==> src/design/sff_pkg.sv <==
// ----------------------------------------------------------------------------
// sff_pkg
// Shared types and constants for the spike flatten filter.
// ----------------------------------------------------------------------------
package sff_pkg;

  localparam int unsigned PIX_W      = 8;
  localparam int unsigned MAX_WIDTH  = 63;
  localparam int unsigned ADDR_W     = $clog2(MAX_WIDTH);
  localparam int unsigned CW_W       = $clog2(MAX_WIDTH + 1);
  localparam int unsigned WIDTH_W    = 6;
  localparam int unsigned THR_W      = 8;
  localparam int unsigned CFG_DATA_W = 8;
  localparam int unsigned CFG_IDX_W  = 1;
  localparam int unsigned CNT_W      = 3;
  localparam int unsigned SUM_W      = PIX_W + 3;
  localparam int unsigned DIV_K      = SUM_W + 2;
  localparam int unsigned REC_W      = DIV_K;
  localparam int unsigned PROD_W     = SUM_W + REC_W;
  localparam int unsigned FIFO_DEPTH = 4;
  localparam int unsigned FIFO_PTR_W = $clog2(FIFO_DEPTH);

  localparam logic [REC_W-1:0]   REC3 = REC_W'(((2 ** DIV_K) + 2) / 3);
  localparam logic [REC_W-1:0]   REC5 = REC_W'(((2 ** DIV_K) + 4) / 5);
  localparam logic [WIDTH_W-1:0] WIDTH_RESET = WIDTH_W'(30);
  localparam logic [THR_W-1:0]   THR_RESET   = THR_W'(1);

  typedef enum logic [CFG_IDX_W-1:0] {
    CFG_IMAGE_WIDTH,
    CFG_SPIKE_THRESHOLD
  } cfg_idx_e;

  typedef enum logic [1:0] {
    B_IDLE,
    B_READ,
    B_SUM,
    B_DIV
  } back_state_e;

  typedef struct packed {
    logic [7:0] pixel_in;
    logic       frame_end;
  } in_t;

  typedef struct packed {
    logic [7:0] pixel_out;
    logic       run_last;
  } out_t;

  typedef struct packed {
    logic [PIX_W-1:0]  pix;
    logic              flush;
    logic              emit;
    logic              has_above;
    logic              was_first;
    logic [CW_W-1:0]   width;
    logic [ADDR_W-1:0] col;
  } cmd_t;

  typedef struct packed {
    logic              orig_we;
    logic              upd_we;
    logic [ADDR_W-1:0] waddr;
    logic [PIX_W-1:0]  orig_wdata;
    logic [PIX_W-1:0]  upd_wdata;
    logic [ADDR_W-1:0] self_addr;
    logic [ADDR_W-1:0] right_addr;
  } ram_req_t;

  typedef struct packed {
    logic [PIX_W-1:0] self_pix;
    logic [PIX_W-1:0] right_pix;
    logic [PIX_W-1:0] above_pix;
  } ram_rsp_t;

endpackage

==> src/design/sff_ram.sv <==
// ----------------------------------------------------------------------------
// sff_ram
// Generic single-write, single-read RAM with registered read data.
// ----------------------------------------------------------------------------
module sff_ram #(
  parameter int unsigned WIDTH = 8,
  parameter int unsigned DEPTH = 64,
  localparam int unsigned AW = (DEPTH > 1) ? $clog2(DEPTH) : 1
) (
  input  logic             clk_i,
  input  logic             we_i,
  input  logic [AW-1:0]    waddr_i,
  input  logic [WIDTH-1:0] wdata_i,
  input  logic [AW-1:0]    raddr_i,
  output logic [WIDTH-1:0] rdata_o
);

  logic [WIDTH-1:0] mem_q [DEPTH];

  always_ff @(posedge clk_i) begin
    if (we_i) begin
      mem_q[waddr_i] <= wdata_i;
    end
    rdata_o <= mem_q[raddr_i];
  end

endmodule

==> src/design/sff_front.sv <==
// ----------------------------------------------------------------------------
// sff_front
// Accepts pixels, tracks raster position and issues work commands.
// ----------------------------------------------------------------------------
module sff_front (
  input  logic                           clk_i,
  input  logic                           rst_ni,
  input  logic                           in_valid_i,
  output logic                           in_ready_o,
  input  sff_pkg::in_t                   in_data_i,
  input  logic [sff_pkg::WIDTH_W-1:0]    image_width_i,
  input  logic                           fifo_full_i,
  output logic                           push_o,
  output sff_pkg::cmd_t                  cmd_o
);
  import sff_pkg::*;

  logic [ADDR_W-1:0] col_cnt_q, col_cnt_d;
  logic              first_row_q, first_row_d;
  logic              has_above_q, has_above_d;
  logic [CW_W-1:0]   live_w;
  logic [ADDR_W-1:0] col;
  logic              row_done;
  logic              flush;

  assign in_ready_o = !fifo_full_i;
  assign push_o     = in_valid_i && !fifo_full_i;

  always_comb begin
    if (image_width_i == '0) begin
      live_w = CW_W'(1);
    end else if ((WIDTH_W + 1)'(image_width_i) > (WIDTH_W + 1)'(MAX_WIDTH)) begin
      live_w = CW_W'(MAX_WIDTH);
    end else begin
      live_w = CW_W'(image_width_i);
    end
  end

  always_comb begin
    if (CW_W'(col_cnt_q) >= live_w) begin
      col = ADDR_W'(live_w - CW_W'(1));
    end else begin
      col = col_cnt_q;
    end
  end

  assign row_done = (CW_W'(col) + CW_W'(1)) >= live_w;
  assign flush    = in_data_i.frame_end && row_done;

  always_comb begin
    cmd_o.pix       = in_data_i.pixel_in[PIX_W-1:0];
    cmd_o.flush     = flush;
    cmd_o.emit      = !first_row_q;
    cmd_o.has_above = has_above_q;
    cmd_o.was_first = first_row_q;
    cmd_o.width     = live_w;
    cmd_o.col       = col;
  end

  always_comb begin
    col_cnt_d   = col_cnt_q;
    first_row_d = first_row_q;
    has_above_d = has_above_q;
    if (push_o) begin
      if (flush) begin
        col_cnt_d   = '0;
        first_row_d = 1'b1;
        has_above_d = 1'b0;
      end else if (row_done) begin
        col_cnt_d = '0;
        if (first_row_q) begin
          first_row_d = 1'b0;
        end else begin
          has_above_d = 1'b1;
        end
      end else begin
        col_cnt_d = col + ADDR_W'(1);
      end
    end
  end

  always_ff @(posedge clk_i or negedge rst_ni) begin
    if (!rst_ni) begin
      col_cnt_q   <= '0;
      first_row_q <= 1'b1;
      has_above_q <= 1'b0;
    end else begin
      col_cnt_q   <= col_cnt_d;
      first_row_q <= first_row_d;
      has_above_q <= has_above_d;
    end
  end

endmodule

==> src/design/sff_fifo.sv <==
// ----------------------------------------------------------------------------
// sff_fifo
// Short command queue between the front and the back.
// ----------------------------------------------------------------------------
module sff_fifo (
  input  logic          clk_i,
  input  logic          rst_ni,
  input  logic          push_i,
  input  sff_pkg::cmd_t cmd_i,
  input  logic          pop_i,
  output sff_pkg::cmd_t cmd_o,
  output logic          full_o,
  output logic          empty_o
);
  import sff_pkg::*;

  cmd_t                  mem_q [FIFO_DEPTH];
  logic [FIFO_PTR_W-1:0] wr_ptr_q, wr_ptr_d;
  logic [FIFO_PTR_W-1:0] rd_ptr_q, rd_ptr_d;
  logic [FIFO_PTR_W:0]   count_q, count_d;
  logic                  do_push;
  logic                  do_pop;

  assign full_o  = count_q == (FIFO_PTR_W + 1)'(FIFO_DEPTH);
  assign empty_o = count_q == '0;
  assign do_push = push_i && !full_o;
  assign do_pop  = pop_i && !empty_o;
  assign cmd_o   = mem_q[rd_ptr_q];

  always_comb begin
    wr_ptr_d = wr_ptr_q;
    rd_ptr_d = rd_ptr_q;
    count_d  = count_q;
    if (do_push) begin
      wr_ptr_d = (wr_ptr_q == FIFO_PTR_W'(FIFO_DEPTH - 1)) ? '0 : wr_ptr_q + FIFO_PTR_W'(1);
    end
    if (do_pop) begin
      rd_ptr_d = (rd_ptr_q == FIFO_PTR_W'(FIFO_DEPTH - 1)) ? '0 : rd_ptr_q + FIFO_PTR_W'(1);
    end
    if (do_push && !do_pop) begin
      count_d = count_q + (FIFO_PTR_W + 1)'(1);
    end else if (do_pop && !do_push) begin
      count_d = count_q - (FIFO_PTR_W + 1)'(1);
    end
  end

  always_ff @(posedge clk_i) begin
    if (do_push) begin
      mem_q[wr_ptr_q] <= cmd_i;
    end
  end

  always_ff @(posedge clk_i or negedge rst_ni) begin
    if (!rst_ni) begin
      wr_ptr_q <= '0;
      rd_ptr_q <= '0;
      count_q  <= '0;
    end else begin
      wr_ptr_q <= wr_ptr_d;
      rd_ptr_q <= rd_ptr_d;
      count_q  <= count_d;
    end
  end

endmodule

==> src/design/sff_back.sv <==
// ----------------------------------------------------------------------------
// sff_back
// Executes commands: neighbor compare, average, row store and frame flush.
// ----------------------------------------------------------------------------
module sff_back (
  input  logic                        clk_i,
  input  logic                        rst_ni,
  input  logic [sff_pkg::THR_W-1:0]   threshold_i,
  input  logic                        fifo_empty_i,
  input  sff_pkg::cmd_t               fifo_cmd_i,
  output logic                        pop_o,
  output sff_pkg::ram_req_t           ram_req_o,
  input  sff_pkg::ram_rsp_t           ram_rsp_i,
  output logic                        out_valid_o,
  input  logic                        out_ready_i,
  output sff_pkg::out_t               out_data_o
);
  import sff_pkg::*;

  function automatic logic join_nb(logic [PIX_W-1:0] self_v, logic [PIX_W-1:0] nb,
                                   logic present, logic [THR_W-1:0] thr);
    logic [PIX_W-1:0] diff;
    diff = self_v - nb;
    return present && (self_v > nb) && (SUM_W'(diff) > SUM_W'(thr));
  endfunction

  back_state_e       state_q, state_d;
  cmd_t              cmd_q, cmd_d;
  logic [ADDR_W-1:0] idx_q, idx_d;
  logic              flushing_q, flushing_d;
  logic [PIX_W-1:0]  left_q, left_d;
  logic [SUM_W-1:0]  sum_q, sum_d;
  logic [CNT_W-1:0]  cnt_q, cnt_d;
  out_t              out_q, out_d;
  logic              out_valid_q, out_valid_d;

  logic              slot_free;
  logic              flush_last;
  logic              right_ok;
  logic              above_ok;
  logic              j_left, j_right, j_above, j_below;
  logic [REC_W-1:0]  rec;
  logic [PROD_W-1:0] prod;
  logic [SUM_W-1:0]  quot;
  logic [PIX_W-1:0]  result;

  assign slot_free  = !out_valid_q || out_ready_i;
  assign flush_last = (CW_W'(idx_q) + CW_W'(1)) == cmd_q.width;
  assign right_ok   = (CW_W'(idx_q) + CW_W'(1)) < cmd_q.width;
  assign above_ok   = flushing_q ? !cmd_q.was_first : cmd_q.has_above;

  assign j_left  = join_nb(ram_rsp_i.self_pix, left_q, idx_q != '0, threshold_i);
  assign j_right = join_nb(ram_rsp_i.self_pix, ram_rsp_i.right_pix, right_ok, threshold_i);
  assign j_above = join_nb(ram_rsp_i.self_pix, ram_rsp_i.above_pix, above_ok, threshold_i);
  assign j_below = join_nb(ram_rsp_i.self_pix, cmd_q.pix, !flushing_q, threshold_i);

  always_comb begin
    sum_d = SUM_W'(ram_rsp_i.self_pix)
          + (j_left  ? SUM_W'(left_q)              : '0)
          + (j_right ? SUM_W'(ram_rsp_i.right_pix) : '0)
          + (j_above ? SUM_W'(ram_rsp_i.above_pix) : '0)
          + (j_below ? SUM_W'(cmd_q.pix)           : '0);
    cnt_d = CNT_W'(1) + CNT_W'(j_left) + CNT_W'(j_right) + CNT_W'(j_above) + CNT_W'(j_below);
  end

  // reciprocal multiply for counts 3 and 5, shifts otherwise
  assign rec  = (cnt_q == CNT_W'(3)) ? REC3 : REC5;
  assign prod = PROD_W'(sum_q) * PROD_W'(rec);

  always_comb begin
    case (cnt_q)
      CNT_W'(2): quot = sum_q >> 1;
      CNT_W'(3): quot = prod[DIV_K +: SUM_W];
      CNT_W'(4): quot = sum_q >> 2;
      CNT_W'(5): quot = prod[DIV_K +: SUM_W];
      default:   quot = sum_q;
    endcase
  end

  assign result = quot[PIX_W-1:0];

  // next state
  always_comb begin
    state_d = state_q;
    unique case (state_q)
      B_IDLE: begin
        if (!fifo_empty_i) begin
          state_d = B_READ;
        end
      end
      B_READ: state_d = B_SUM;
      B_SUM: begin
        if (flushing_q || cmd_q.emit) begin
          state_d = B_DIV;
        end else if (cmd_q.flush) begin
          state_d = B_READ;
        end else begin
          state_d = B_IDLE;
        end
      end
      B_DIV: begin
        if (slot_free) begin
          if (flushing_q) begin
            state_d = flush_last ? B_IDLE : B_READ;
          end else begin
            state_d = cmd_q.flush ? B_READ : B_IDLE;
          end
        end
      end
      default: state_d = B_IDLE;
    endcase
  end

  // outputs and datapath
  always_comb begin
    pop_o                = 1'b0;
    cmd_d                = cmd_q;
    idx_d                = idx_q;
    flushing_d           = flushing_q;
    left_d               = left_q;
    out_d                = out_q;
    out_valid_d          = out_valid_q && !out_ready_i;
    ram_req_o.orig_we    = 1'b0;
    ram_req_o.upd_we     = 1'b0;
    ram_req_o.waddr      = idx_q;
    ram_req_o.orig_wdata = cmd_q.pix;
    ram_req_o.upd_wdata  = result;
    ram_req_o.self_addr  = idx_q;
    ram_req_o.right_addr = (idx_q == ADDR_W'(MAX_WIDTH - 1)) ? idx_q : idx_q + ADDR_W'(1);
    unique case (state_q)
      B_IDLE: begin
        if (!fifo_empty_i) begin
          pop_o = 1'b1;
          cmd_d = fifo_cmd_i;
          idx_d = fifo_cmd_i.col;
        end
      end
      B_READ: ;
      B_SUM: begin
        if (!flushing_q) begin
          ram_req_o.orig_we = 1'b1;
          if (!cmd_q.emit && cmd_q.flush) begin
            flushing_d = 1'b1;
            idx_d      = '0;
          end
        end
      end
      B_DIV: begin
        if (slot_free) begin
          out_valid_d     = 1'b1;
          out_d.pixel_out = result;
          left_d          = result;
          if (flushing_q) begin
            out_d.run_last = flush_last;
            if (flush_last) begin
              flushing_d = 1'b0;
              left_d     = '0;
            end else begin
              idx_d = idx_q + ADDR_W'(1);
            end
          end else begin
            out_d.run_last   = !cmd_q.flush;
            ram_req_o.upd_we = 1'b1;
            if (cmd_q.flush) begin
              flushing_d = 1'b1;
              idx_d      = '0;
            end
          end
        end
      end
      default: ;
    endcase
  end

  assign out_valid_o = out_valid_q;
  assign out_data_o  = out_q;

  always_ff @(posedge clk_i) begin
    cmd_q <= cmd_d;
    idx_q <= idx_d;
    out_q <= out_d;
    if (state_q == B_SUM) begin
      sum_q <= sum_d;
      cnt_q <= cnt_d;
    end
  end

  always_ff @(posedge clk_i or negedge rst_ni) begin
    if (!rst_ni) begin
      state_q     <= B_IDLE;
      flushing_q  <= 1'b0;
      left_q      <= '0;
      out_valid_q <= 1'b0;
    end else begin
      state_q     <= state_d;
      flushing_q  <= flushing_d;
      left_q      <= left_d;
      out_valid_q <= out_valid_d;
    end
  end

endmodule

==> src/design/spike_flatten_filter.sv <==
// ----------------------------------------------------------------------------
// spike_flatten_filter
// Raster-scan spike flattener: cross-neighbor average of low neighbors.
// ----------------------------------------------------------------------------
// Pixels enter on the in channel (valid/ready) in row-major order, with
// frame_end set on the last pixel of the frame. Each pixel of row r+1 releases
// the flattened pixel of row r in the same column on the out channel; the last
// pixel of the frame also releases the whole last row. run_last marks the last
// result a transaction produces. image_width and spike_threshold are written
// through the cfg port; the user must do so only while the block is idle, which
// the block does not enforce. A front stage takes one pixel per cycle into a
// 4-entry command queue while the queue is not full. The back stage takes a
// command only when idle and handles an emitting pixel as queue pop, RAM read,
// compare/sum and divide, a first-row pixel, which emits nothing, as pop, read
// and compare/sum, and a flushed result as read, compare/sum and divide; the
// registered RAM read and the sum-then-divide split set these steps.
// Reset clears the raster position and the output valid flag; the row RAMs
// hold no reset value and are written before use. When the receiver stalls,
// the result waits in the output register, the back stage holds, and the
// front keeps accepting until the queue fills.
// ----------------------------------------------------------------------------
module spike_flatten_filter (
  input  logic                             clk_i,
  input  logic                             rst_ni,
  input  logic                             in_valid_i,
  output logic                             in_ready_o,
  input  sff_pkg::in_t                     in_data_i,
  output logic                             out_valid_o,
  input  logic                             out_ready_i,
  output sff_pkg::out_t                    out_data_o,
  input  logic                             cfg_we_i,
  input  logic [sff_pkg::CFG_IDX_W-1:0]    cfg_idx_i,
  input  logic [sff_pkg::CFG_DATA_W-1:0]   cfg_data_i
);
  import sff_pkg::*;

  logic [WIDTH_W-1:0] width_q;
  logic [THR_W-1:0]   thr_q;
  logic               fifo_full;
  logic               fifo_empty;
  logic               push;
  logic               pop;
  cmd_t               push_cmd;
  cmd_t               head_cmd;
  ram_req_t           ram_req;
  ram_rsp_t           ram_rsp;
  logic [PIX_W-1:0]   self_rdata;
  logic [PIX_W-1:0]   right_rdata;
  logic [PIX_W-1:0]   above_rdata;

  always_ff @(posedge clk_i or negedge rst_ni) begin
    if (!rst_ni) begin
      width_q <= WIDTH_RESET;
      thr_q   <= THR_RESET;
    end else if (cfg_we_i) begin
      unique case (cfg_idx_e'(cfg_idx_i))
        CFG_IMAGE_WIDTH:     width_q <= cfg_data_i[WIDTH_W-1:0];
        CFG_SPIKE_THRESHOLD: thr_q   <= cfg_data_i[THR_W-1:0];
        default: ;
      endcase
    end
  end

  sff_front u_front (
    .clk_i         (clk_i),
    .rst_ni        (rst_ni),
    .in_valid_i    (in_valid_i),
    .in_ready_o    (in_ready_o),
    .in_data_i     (in_data_i),
    .image_width_i (width_q),
    .fifo_full_i   (fifo_full),
    .push_o        (push),
    .cmd_o         (push_cmd)
  );

  sff_fifo u_fifo (
    .clk_i   (clk_i),
    .rst_ni  (rst_ni),
    .push_i  (push),
    .cmd_i   (push_cmd),
    .pop_i   (pop),
    .cmd_o   (head_cmd),
    .full_o  (fifo_full),
    .empty_o (fifo_empty)
  );

  sff_back u_back (
    .clk_i        (clk_i),
    .rst_ni       (rst_ni),
    .threshold_i  (thr_q),
    .fifo_empty_i (fifo_empty),
    .fifo_cmd_i   (head_cmd),
    .pop_o        (pop),
    .ram_req_o    (ram_req),
    .ram_rsp_i    (ram_rsp),
    .out_valid_o  (out_valid_o),
    .out_ready_i  (out_ready_i),
    .out_data_o   (out_data_o)
  );

  // original row, two copies for self and right reads
  sff_ram #(.WIDTH(PIX_W), .DEPTH(MAX_WIDTH)) u_orig_self (
    .clk_i   (clk_i),
    .we_i    (ram_req.orig_we),
    .waddr_i (ram_req.waddr),
    .wdata_i (ram_req.orig_wdata),
    .raddr_i (ram_req.self_addr),
    .rdata_o (self_rdata)
  );

  sff_ram #(.WIDTH(PIX_W), .DEPTH(MAX_WIDTH)) u_orig_right (
    .clk_i   (clk_i),
    .we_i    (ram_req.orig_we),
    .waddr_i (ram_req.waddr),
    .wdata_i (ram_req.orig_wdata),
    .raddr_i (ram_req.right_addr),
    .rdata_o (right_rdata)
  );

  // flattened row above
  sff_ram #(.WIDTH(PIX_W), .DEPTH(MAX_WIDTH)) u_upd_row (
    .clk_i   (clk_i),
    .we_i    (ram_req.upd_we),
    .waddr_i (ram_req.waddr),
    .wdata_i (ram_req.upd_wdata),
    .raddr_i (ram_req.self_addr),
    .rdata_o (above_rdata)
  );

  always_comb begin
    ram_rsp.self_pix  = self_rdata;
    ram_rsp.right_pix = right_rdata;
    ram_rsp.above_pix = above_rdata;
  end

  a_ram_waddr: assert property (@(posedge clk_i) disable iff (!rst_ni)
    (ram_req.orig_we || ram_req.upd_we) |-> (int'(ram_req.waddr) < MAX_WIDTH))
    else $error("row RAM write beyond row length");

  a_cmd_col: assert property (@(posedge clk_i) disable iff (!rst_ni)
    push |-> (CW_W'(push_cmd.col) < push_cmd.width))
    else $error("command column outside live width");

  a_cmd_width: assert property (@(posedge clk_i) disable iff (!rst_ni)
    push |-> (push_cmd.width != '0 && int'(push_cmd.width) <= MAX_WIDTH))
    else $error("command width out of range");

endmodule

==> config.mk <==
export PLATFORM = sky130hd
export DESIGN_NAME = spike_flatten_filter
export DESIGN_NICKNAME = d
export VERILOG_FILES = /design/src/design/sff_pkg.sv /design/src/design/sff_ram.sv /design/src/design/sff_front.sv /design/src/design/sff_fifo.sv /design/src/design/sff_back.sv /design/src/design/spike_flatten_filter.sv
export SDC_FILE = /design/constraint.sdc
export NUM_CORES = 2
export LEC_CHECK = 0
export BUFFER_PORTS_ARGS = -buffer_cell sky130_fd_sc_hd__buf_2
export CORE_MARGIN = 2
export CORE_UTILIZATION = 55
export DETAILED_ROUTE_END_ITERATION = 8
export GPL_TIMING_DRIVEN = 0
export PLACE_DENSITY = 0.73
export SYNTH_ARGS = -nofsm -noshare
export SYNTH_HDL_FRONTEND = slang
export SYNTH_HIERARCHICAL = 1
export SYNTH_SLANG_ARGS = --single-unit
==> constraint.sdc <==
create_clock -name clk_i -period 16.3 [get_ports clk_i]
set_clock_uncertainty 0.15 [all_clocks]
set_input_delay 0.815 -clock clk_i [delete_from_list [all_inputs] [get_ports clk_i]]
set_output_delay 0.815 -clock clk_i [all_outputs]
set_load 0.02 [all_outputs]
### After elaboration in Yosys (flattened, before gate mapping)

Memories as Yosys holds them, arrays and structs flattened. A register that Yosys moved wholly into a read port is not among the register bits.
Cells that the tools add are included.

| cells by class | value |
|---|---|
| add/sub/neg operators | 19 |
| multiply operators | 1 |
| order comparisons | 11 |
| eq/ne operators | 19 |
| muxes and demuxes | 60 |
| bitwise logic cells | 2 |
| reductions and logical operators | 47 |

Operators by type and width:

| kind | count |
|---|---|
| 6-bit 2-to-1 mux | 12 |
| 8-bit greater-than comparator | 8 |
| 8-bit 2-to-1 mux | 6 |
| 11-bit adder | 3 |
| 8-bit subtractor | 4 |
| 1-bit 2-to-1 mux | 29 |
| 8-bit one-hot mux with 3 select lines | 1 |
| 11-bit by 12-bit multiplier with 21-bit output | 1 |
| 6-bit one-hot mux with 3 select lines | 1 |
| 1-bit logical AND | 16 |
| 2-bit AND reduction | 7 |
| 6-bit by 1-bit adder with 6-bit output (second input constant) | 2 |
| 6-bit >= comparator | 2 |
| 12-bit 2-to-1 mux | 1 |
| 2-bit 2-to-1 mux | 6 |
| 8-bit by 11-bit adder with 11-bit output | 1 |
| 1-bit zero test | 11 |
| 3-bit by 1-bit adder with 3-bit output | 3 |
| 3-bit == test (second input constant) | 3 |
| 2-bit == test (second input constant) | 4 |
| 2-bit one-hot mux with 4 select lines | 1 |
| 7-bit AND reduction | 1 |
| 3-bit by 2-bit == test with 1-bit output (second input constant) | 2 |
| 6-bit == test | 1 |
| 24 further kinds | 33 |

| storage, ports and cells | value |
|---|---|
| register bits | 88 |
| bits in writable memories | 1608 |
| output and inout port bits | 11 |
| word-level logic and storage cells | 186 |
| memories kept | 4 |

Memory list:

| name | words | width | read ports | clocked after memory_dff | wr ports | RTL line | text |
|---|---|---|---|---|---|---|---|
| u_orig_right.mem_q | 63 | 8 | 1 | 1 | 1 | sff_ram.sv:18 | `logic [WIDTH-1:0] mem_q [DEPTH];` |
| u_orig_self.mem_q | 63 | 8 | 1 | 1 | 1 | sff_ram.sv:18 |  |
| u_upd_row.mem_q | 63 | 8 | 1 | 1 | 1 | sff_ram.sv:18 |  |
| u_fifo.mem_q | 4 | 24 | 1 | 0 | 1 | sff_fifo.sv:17 | `cmd_t mem_q [FIFO_DEPTH];` |

### Logic depth before layout (Yosys ltp)

| logic depth | value |
|---|---|
| depth after elaboration | 9 |
| depth in mapped cells | 30 |
| gate-level depth less buffers | 30 |

### Modules after synthesis

Netlist, hierarchy kept.

Modules (own cells, without submodules):

| module | times used | cells each | area an instance (µm²) |
|---|---|---|---|
| sff_ram | 3 | 949 | 19806.5 |
| sff_back | 1 | 1001 | 8949.8 |
| sff_fifo | 1 | 163 | 3928.8 |
| sff_front | 1 | 147 | 1178.6 |
| spike_flatten_filter | 1 | 31 | 568.0 |

### Least setup slack after synthesis

Ideal clock, no wire load.

| path | value |
|---|---|
| path type | reg2reg |
| start point | register u_back.cnt_q[2] |
| end point | register u_back.out_q, in the netlist u_back/out_data_o[5], data pin |
| setup time | 0.729 ns |
| arrival time | 7.855 ns |
| required time | 15.421 ns |
| slack | 7.565 ns |
| stages on the path, launching flop included | 21 |
| period minus slack after synthesis | 8.735 ns |
| cell sequence | edfxtp_1 > nor2b_1 > clkbuf_1 > nand2_1 > clkbuf_1 > and2_1 > fa_1 > inv_1 > fa_1 > fa_1 > inv_1 > fa_1 > inv_1 > fa_1 > inv_1 > ha_1 > clkbuf_1 > and3_1 > a311oi_1 > a31oi_1 > o31ai_1 |

RTL lines:

| what | RTL line | text |
|---|---|---|
| from (decl) | sff_back.sv:33 | `logic [CNT_W-1:0] cnt_q, cnt_d;` |
| from (signal assigned) | sff_back.sv:184 | `cnt_q <= cnt_d;` |
| to (signal assigned) | sff_back.sv:181 | `out_q <= out_d;` |
| to (decl) | sff_back.sv:34 | `out_t out_q, out_d;` |

### Worst setup path after layout

| path | value |
|---|---|
| start point | register u_orig_self.rdata_o[1] (read register of u_orig_self.mem_q) |
| end point | register u_back.sum_q[10], data pin |

| on the way | value |
|---|---|
| longest elaborated chain between the ends | 8 |
| elaborated cells between the ends (all ways) | 28 |

RTL lines:

| what | RTL line | text |
|---|---|---|
| from (decl) | sff_ram.sv:15 | `output logic [WIDTH-1:0] rdata_o` |
| 8-bit subtractor / 8-bit greater-than comparator (equally long branches) | sff_back.sv:23, sff_back.sv:24 |  |
| 8-bit greater-than comparator / 1-bit logical AND (equally long branches) | sff_back.sv:24 | `return present && (self_v > nb) && (SUM_W'(diff) > SUM_W'(thr));` |
| 1-bit logical AND | sff_back.sv:24 |  |
| 8-bit 2-to-1 mux | sff_back.sv:59 | `+ (j_left ? SUM_W'(left_q) : '0)` |
| 8-bit by 11-bit adder with 11-bit output | sff_back.sv:59 |  |
| 11-bit adder | sff_back.sv:60 | `+ (j_right ? SUM_W'(ram_rsp_i.right_pix) : '0)` |
| 11-bit adder | sff_back.sv:61 | `+ (j_above ? SUM_W'(ram_rsp_i.above_pix) : '0)` |
| 11-bit adder * | sff_back.sv:62 | `+ (j_below ? SUM_W'(cmd_q.pix) : '0);` |
| net u_back.sum_d[10] | sff_back.sv:32 | `logic [SUM_W-1:0] sum_q, sum_d;` |
| to (signal assigned) | sff_back.sv:183 | `sum_q <= sum_d;` |
| to (decl) | sff_back.sv:32 |  |

Mark *: on every way through the listed nets, which the timed path passes. The rest lies on a longest branch.
A chain may end at the register's enable or synchronous reset.

==> flow_summary.json <==
{
  "clockBufferDepth": 3,
  "syn-cell-area_um2": 74000,
  "outcome": "complete, no violations",
  "first_pass_iters": 7,
  "period_needed_ns": 7.98,
  "async_flop_share_pct": 2.38,
  "cpLargestDelayFamily": "adder cells",
  "ant_nets": 0,
  "place_congestion": 0.904,
  "drc": 0,
  "avgSynthCellArea_um2": 17.7,
  "cp.required_ns": 16.64,
  "worstPathArrival_ns": 8.32,
  "cts_tree": "done",
  "yosys.area.top_type": "edfxtp_1",
  "synth_top_area_share_pct": 67.1,
  "fin_crit_sh_pct": 49.0,
  "finalMaxSlewViolations": 0,
  "utilization_pct": 61.7,
  "worstSkewPairLatency_ns": 0.80,
  "cts-root-buf": "clkbuf_16",
  "max_cap_viol_count": 0,
  "start_util_pct": 55.5,
  "worst_pin_slew_ns": 1.35,
  "pin_count": 34,
  "rsz0062_at_grt": "false",
  "post_cts_resized": 0,
  "fin_nets": 4677,
  "wire_per_inst_um": 28.7,
  "cts_hold_buf": 0,
  "cts.htree.levels": 4,
  "ys_seq_area_share_pct": 69.2,
  "antenna_found_initial": 2,
  "crit_buf_inv": 4,
  "slew-limit-headroom_pct": 9.14,
  "cts.sinks": 1720,
  "vias": 40805,
  "yosys.cell_types.count": 96,
  "yosysMostFrequentCell": "edfxtp_1",
  "viasPerCell": 6.46,
  "crit_path_max_incr_delay_ns": 0.66,
  "ys_seq_elements": 1720,
  "ys_warn_count": 6,
  "grt_usage_pct": 26.5,
  "grt_pass1_vias": 39767,
  "slowest_stage": "a221oi_2",
  "die_area_um2": 138000,
  "setup_viol_count_final": 0,
  "synth_edf_count": 1655,
  "numCtsBuffers": 166,
  "fp.dieH_um": 371,
  "drt_iter0_markers": 5168,
  "grt_overflow_total": 0,
  "fillerInstances": 9311,
  "worstSetupPathType": "flip-flop to flip-flop",
  "worstHoldPathType": "primary input to async pin",
  "setup_tns_ns": 0,
  "hpwl_um": 117000,
  "cp_max_fo": 9,
  "area_growth_pct": 11.1,
  "grt_max_degree": 127,
  "core_area_um2": 133000,
  "fmax_ghz": 0.125,
  "hold_violations": 0,
  "cp-end-kind": "flip-flop",
  "dieWidth_um": 371,
  "cts_setup_buffers": 0,
  "synth_cells": 4189,
  "worst_setup_path_start_kind": "flip-flop",
  "grt_first_pass_wirelength_um": 264000,
  "ys_top_cells_by_count": "edfxtp_1 (1,655), mux4_2 (369), nor2_1 (274)",
  "routed_wirelength_um": 181000,
  "num_rows": 134,
  "synth_ff_type": "edfxtp_1",
  "clkSlewWorstSetupHoldPaths_ns": 0.06,
  "port_buffers": 25,
  "ys_top_cells_by_area": "edfxtp_1 (67%), mux4_2 (11%), ha_1 (2.7%)",
  "drive_above_1_share_pct": 18.5
}
## layout by cell type (no fill, tap or decap), drive strengths merged, types with 29 or more instances in the layout
master  netlist  layout
clkinv        1      76
ha          162     162
and2         31      31
nand3        78      78
inv         240     251
clkbuf      109     313
buf         103     149
a22oi        52      52
a22o         35      35
mux2         42      42
xnor2        29      29
mux2i        84      84
nand2       152     152
mux4        369     369
o21ai        91      91
nor3         42      42
nand4        30      30
nor2        274     274
dfrtp        35      35
a21oi        75      75
edfxtp     1655    1655
fa           84      84
nor2b        56      56
## routing by layer
metal	share of wire, %	track usage (%)	routed length [um]	vias to the layer above
li1	-	-	-	16952
met1	39	38.2	71300	21073
met2	47	40.6	84800	2368
met3	11	6.23	19300	410
met4	3.2	8.42	5740	2
met5	0.0066	0	12	-
## final cells by class
| type | instances | area (um^2) | area share, % |
|---|---|---|---|
| sequential | 1720 | 51200 | 62.2 |
| multi-input combinational | 2020 | 20800 | 25.3 |
| clock buffer | 204 | 4390 | 5.34 |
| tap | 1768 | 2210 | 2.69 |
| buffer | 213 | 1230 | 1.49 |
| inverter | 241 | 905 | 1.10 |
| clock inverter | 101 | 893 | 1.09 |
| timing repair buffer | 46 | 592 | 0.719 |
| antenna | 1 | 2.50 | 0.00304 |
## kinds of logic (layout without fill, tap and decap cells)
group	after synthesis	count (layout)	share of synthesized area, %
other	2	8	0.0101
XOR/XNOR	49	49	0.580
flip-flops	1720	1720	69.2
multiplexers	495	495	13.0
adder cells (fa/ha/maj)	246	246	5.01
buffers and inverters	454	805	2.85
AND/OR/NAND/NOR	755	755	4.89
AO/OA/AOI/OAI	468	468	4.44
## worst reg2reg max path: cells and delay by family, from the launching register on
family | cells | cell delay [ns]
AND/OR/NAND/NOR | 6 | 1.17
buffers and inverters | 4 | 0.43
adder cells (fa/ha/maj) | 6 | 2.72
AO/OA/AOI/OAI | 10 | 2.62
flip-flops | 1 | 0.61
## sequential cells by signal, indices dropped and copies added (netlist names), 6 cells and up
name and cells:
u_fifo/mem_q 96, u_back/left_q 8, u_back/cmd_q 10, u_upd_row/mem_q 504, u_orig_self/mem_q 504, u_orig_right/rdata_o 8
u_back/out_data_o 9, u_orig_right/mem_q 504, u_upd_row/rdata_o 8, u_orig_self/rdata_o 8, u_back/ram_req_o 8, thr_q 8
u_back/idx_q 6, width_q 6, u_front/col_cnt_q 6, u_back/sum_q 11
## path summary, 6_finish.rpt
kind                                           startpoint                            end  slack [ns]  cells after the start
max                        u_orig_self/rdata_o[1]$_DFF_P_     u_back/sum_q[10]$_DFFE_PP_        8.32                     26
min                                                rst_ni   u_back/out_valid_o$_DFF_PN0_        0.07                      1
max reg2reg                u_orig_self/rdata_o[1]$_DFF_P_     u_back/sum_q[10]$_DFFE_PP_        8.32                     26
min reg2reg                          thr_q[4]$_DFFE_PN0P_           thr_q[4]$_DFFE_PN0P_        0.35                      1
max in group asynchronous                          rst_ni   u_back/left_q[2]$_DFFE_PN0P_       15.26                      1
min in group clk_i                           in_data_i[4]  u_fifo/mem_q[0][19]$_DFFE_PP_        0.08                      1
## per-stage QoR
step                area (um^2)  cells  setup WS [ns]  hold slack [ns]
floorplan                 74100   4194           7.57            0.329
detailed placement        76700   6000           8.34            0.345
global route              82300   6313           7.69           0.0466
global placement          76400   5987           3.25            0.340
CTS                       82000   6305           8.31           0.0322
finish                    82300   6314           8.32           0.0745
Power is not shown: default switching activity piles up to over one toggle a cycle in this logic, so the estimate is an artifact.
